## src/gnb_pkg.sv

```systemverilog
// shared types and constants of the gaussian naive bayes classifier
package gnb_pkg;

    localparam logic [1:0] ACT_LOAD   = 2'd0;
    localparam logic [1:0] ACT_LABEL  = 2'd1;
    localparam logic [1:0] ACT_FEAT   = 2'd2;
    localparam logic [1:0] ACT_IGNORE = 2'd3;

    localparam logic [1:0] ADDR_CLASS_COUNT = 2'd0;

    localparam int LOG2_CELLS = 16;
    localparam int NUM_W      = 51;
    localparam int DEN_W      = 25;
    localparam int PROD_W     = 54;

    localparam logic [31:0] LN2_Q32     = 32'd2977044472;
    localparam logic [31:0] HALF_LN_2PI = 32'd60224;
    localparam logic signed [31:0] LN_FLOOR = -32'sd1056316;

    typedef struct packed {
        logic [1:0]         action;
        logic [3:0]         class_slot;
        logic [3:0]         feature_index;
        logic signed [23:0] value;
        logic [23:0]        variance;
        logic signed [7:0]  class_label;
    } in_item_t;

    typedef struct packed {
        logic signed [7:0]  predicted_label;
        logic signed [31:0] best_score;
    } result_t;

    // one stage of the log2 squaring chain
    typedef struct packed {
        logic        valid;
        logic [30:0] y;
        logic [15:0] frac;
        logic [4:0]  e;
    } l2_stage_t;

endpackage

```

## src/gnb_divider.sv

```systemverilog
// restoring divider, one quotient bit per cycle
module gnb_divider (
    input  logic                      clk,
    input  logic                      rst_n,
    input  logic                      start,
    input  logic [gnb_pkg::NUM_W-1:0] num,
    input  logic [gnb_pkg::DEN_W-1:0] den,
    output logic                      done,
    output logic [gnb_pkg::NUM_W-1:0] quo
);
    import gnb_pkg::*;

    localparam int CNT_W = $clog2(NUM_W + 1);

    logic [CNT_W-1:0] cnt_reg, cnt_next;
    logic             run_reg, run_next;
    logic             done_reg, done_next;
    logic [NUM_W-1:0] q_reg, q_next;
    logic [DEN_W-1:0] rem_reg, rem_next;
    logic [DEN_W-1:0] den_reg, den_next;
    logic [DEN_W:0]   trial;

    assign trial = {rem_reg, q_reg[NUM_W-1]};

    always_comb
    begin
        cnt_next  = cnt_reg;
        run_next  = run_reg;
        done_next = 1'b0;
        q_next    = q_reg;
        rem_next  = rem_reg;
        den_next  = den_reg;
        if (start)
        begin
            run_next = 1'b1;
            cnt_next = CNT_W'(NUM_W);
            q_next   = num;
            rem_next = '0;
            den_next = den;
        end
        else if (run_reg)
        begin
            if (trial >= {1'b0, den_reg})
            begin
                rem_next = DEN_W'(trial - {1'b0, den_reg});
                q_next   = {q_reg[NUM_W-2:0], 1'b1};
            end
            else
            begin
                rem_next = trial[DEN_W-1:0];
                q_next   = {q_reg[NUM_W-2:0], 1'b0};
            end
            cnt_next = cnt_reg - CNT_W'(1);
            if (cnt_reg == CNT_W'(1))
            begin
                run_next  = 1'b0;
                done_next = 1'b1;
            end
        end
    end

    always_ff @(posedge clk or negedge rst_n)
    begin
        if (!rst_n)
        begin
            run_reg  <= 1'b0;
            done_reg <= 1'b0;
            cnt_reg  <= '0;
        end
        else
        begin
            run_reg  <= run_next;
            done_reg <= done_next;
            cnt_reg  <= cnt_next;
        end
    end

    always_ff @(posedge clk)
    begin
        q_reg   <= q_next;
        rem_reg <= rem_next;
        den_reg <= den_next;
    end

    assign done = done_reg;
    assign quo  = q_reg;
endmodule
```

## config.mk

```make
export PLATFORM = sky130hd
export DESIGN_NAME = gnb_divider
export DESIGN_NICKNAME = d
export VERILOG_FILES = /design/src/gnb_pkg.sv /design/src/gnb_divider.sv
export SDC_FILE = /design/constraint.sdc
export NUM_CORES = 1
export LEC_CHECK = 0
export BUFFER_PORTS_ARGS = -buffer_cell sky130_fd_sc_hd__buf_2
export CAP_MARGIN = 20
export CORE_MARGIN = 8
export CORE_UTILIZATION = 50
export DETAILED_ROUTE_END_ITERATION = 6
export PLACE_DENSITY = 0.77
export SYNTH_ARGS = -nofsm -noshare
export SYNTH_HDL_FRONTEND = slang
export SYNTH_SLANG_ARGS = --single-unit
```

## constraint.sdc

```tcl
create_clock -name clk -period 2.79 [get_ports clk]
set_input_delay 0.1395 -clock clk [delete_from_list [all_inputs] [get_ports clk]]
set_output_delay 0.1395 -clock clk [all_outputs]
set_load 0.01 [all_outputs]
```

==> impl_metrics.json <==
{
  "synth_area_leaders": "edfxtp_1 38%, mux2_2 9.4%, dfxtp_1 8.4%",
  "synth.cell_area_sq_um": 5970,
  "start_util_pct": 50.4,
  "worstMarginPinSlew_ns": 0.697,
  "cap_violations": 0,
  "grt_max_degree": 61,
  "synth.most_common_cell": "edfxtp_1",
  "yosys_warnings": 0,
  "dp_worst_setup_slack_ns": -0.00986,
  "final_util_pct": 62.8,
  "crit_top_cell": "inv_1",
  "slowest_delay_ns": 0.39,
  "rr_worst_depth": 12,
  "critPathBufInv": 3,
  "cts_tree": "done",
  "rows": 40,
  "finalInstanceArea_sq_um": 7440,
  "cts.sinks": 109,
  "r2r-start": "quo[50]",
  "cp.depth": 12,
  "drt_iter0_drc": 295,
  "r2r-end": "rem_reg[3]",
  "clock_path_buffers": 2,
  "clk_latency_ns": 0.35,
  "ioPinCount": 131,
  "worstSetupStartpoint": "quo[50]",
  "avgRoutedWirePerCell_um": 17.0,
  "crit_chain": "inv_1, ha_2, inv_1, fa_1, a211oi_2, o211ai_1, nand4_1, nand3_2, a41oi_4, buf_12, nand2_1, a311oi_1",
  "antenna_found_initial": 0,
  "synth-edff-count": 76,
  "htreeDepth": 3,
  "die_w_um": 125,
  "worst_setup_path_end_kind": "flip-flop",
  "outcome": "complete, no violations",
  "finalClockSkew_ns": 0.00804,
  "coreArea_sq_um": 11900,
  "grt_pass1_wl_um": 23200,
  "grt_pass1_vias": 4685,
  "cts_root_buffer": "clkbuf_16",
  "synthesis.nets": 637,
  "cp-endpoint": "rem_reg[3]",
  "ir_drop_uv": 400,
  "cellLeakagePower_uw": 0.00326,
  "dieHeight_um": 125,
  "gr-total-overflow": 0,
  "synth.top_cells.by_count": "76 x edfxtp_1, 50 x mux2_2, 49 x nor2_1, 34 x inv_1, 27 x ha_1",
  "largest_reg_flops": 51,
  "cpMaxStageDelayCell": "fa_1",
  "cp_max_fo": 17,
  "ys_seq_elements": 109,
  "place_congestion": 0.879,
  "drc_errors": 0,
  "crit_type": "flip-flop to flip-flop",
  "ys_types": 60,
  "yosysSeqAreaShare_pct": 49.9,
  "worstHoldPathType": "primary input to flip-flop",
  "rrSetupSlack_ns": 0.16,
  "cts.clk_slew.worst_paths_ns": 0.07,
  "rsz0062_at_grt": "no",
  "synthCells": 530,
  "nNetsFinal": 795,
  "die_area_sq_um": 15700,
  "io_buffers": 130,
  "fin_ws_ns": 0.164,
  "drv_slew": 0,
  "area.growth.synth_to_final_pct": 24.6,
  "layout_min_cycle_time_ns": 2.63,
  "hpwl_um": 10200,
  "drive_gt1_share_pct": 32.5,
  "fin_crit_sh_pct": 94.1,
  "synth-main-ff-cell": "edfxtp_1",
  "fmax_mhz": 381,
  "async_flop_share_pct": 7.34,
  "critPathArrivalTime_ns": 2.88,
  "crit_family": "compound AO/OA/AOI/OAI gates",
  "num-fill-cells": 936,
  "detail-route-antenna-nets": 0,
  "yosysTopAreaCell": "edfxtp_1",
  "setup_viol": 0,
  "relSlewSlack_pct": 53.5,
  "vias": 4617,
  "cp.required_ns": 3.04,
  "whs_ns": 0.0802,
  "wirelength_um": 14300,
  "hold-path-cell-count": 2,
  "via_per_inst": 5.50,
  "synth_top_area_share_pct": 38.2,
  "dr.pass1.iters": 4,
  "syn_area_per_cell_sq_um": 11.3,
  "hold_viol_final": 0,
  "place_area_sq_um": 6850,
  "diodes": 0,
  "cts_inserted_buffers": 9,
  "powerDensity_nw_per_um2": 846,
  "grt_usage_pct": 18.1,
  "start_kind": "flip-flop"
}
layout make-up:
class	instances	area, sq um	area share, %
tap	147	184	2.47
inverter	34	128	1.71
clock inverter	6	67.6	0.908
multi-input combinational	364	2780	37.4
timing repair buffer	170	1070	14.4
sequential	109	2980	40.1
clock buffer	10	229	3.08
worst min path at each step:
stage            start         end  slack, ns
2_1_floorplan    rst_n  cnt_reg[0]      -0.16
3_3_place_gp     rst_n        done      -0.01
3_5_place_dp     rst_n        done     -0.006
4_1_cts        num[30]     quo[30]       0.07
5_1_grt        num[26]     quo[26]       0.08
6_report       num[30]     quo[30]       0.08
report_power, final:
part | switching (uW) | total, uW | leakage [uW] | internal, uW
Clock | 594 | 1300 | 0.000143 | 705
Combinational | 1470 | 2740 | 0.00204 | 1270
Sequential | 216 | 2260 | 0.00108 | 2040
through the flow:
stage	TNS, ns	total power, uW	cells
final	0	6300	840
after global placement	0	4790	796
after detailed placement	-0.00986	4880	796
after floorplan	0	4180	530
after global routing	0	6680	840
after CTS	0	6250	838
repair_timing:
action | CTS | global route
pin swaps | 0 | 1
hold endpoints to repair | 33 | 0
resized for setup | 2 | 5
setup endpoints to repair | 2 | 20
setup buffers | 0 | 2
hold buffers | 26 | 0
routing by layer:
metal | GRT usage [%] | wire length (um) | up-vias
li1 | - | - | 2276
met1 | 21.0 | 5890 | 2218
met2 | 31.4 | 7480 | 98
met3 | 3.57 | 535 | 25
met4 | 8.74 | 346 | 0
met5 | 0 | 0 | -
cell usage in the layout, fill, tap and decap left out, types with 15 or more instances in the layout:
cell type,n
nand2_1,22
nor2_1,49
mux2i_1,17
mux2_2,50
xnor2_1,15
inv_1,33
dlygate4sd3_1,26
a211oi_1,15
buf_2,129
ha_1,26
a21oi_1,21
edfxtp_1,76
dfxtp_1,25
cell families after synthesis:
family,after synthesis,synth area share [%]
adder cells (fa/ha/maj),28,5.99
multiplexers,67,12.3
XOR/XNOR,25,3.66
AO/OA/AOI/OAI,101,12.0
flip-flops,109,49.9
AND/OR/NAND/NOR,143,12.2
buffers and inverters,57,3.92
worst register-to-register path: stages (launching register included):
cell and delay [ns]:
edfxtp_1 0.38, inv_1 0.09, ha_2 0.19, inv_1 0.05, fa_1 0.39, a211oi_2 0.27, o211ai_1 0.16, nand4_1 0.12
nand3_2 0.10, a41oi_4 0.22, buf_12 0.20, nand2_1 0.07, a311oi_1 0.28
No activity file was read; power rests on OpenSTA's default activity.
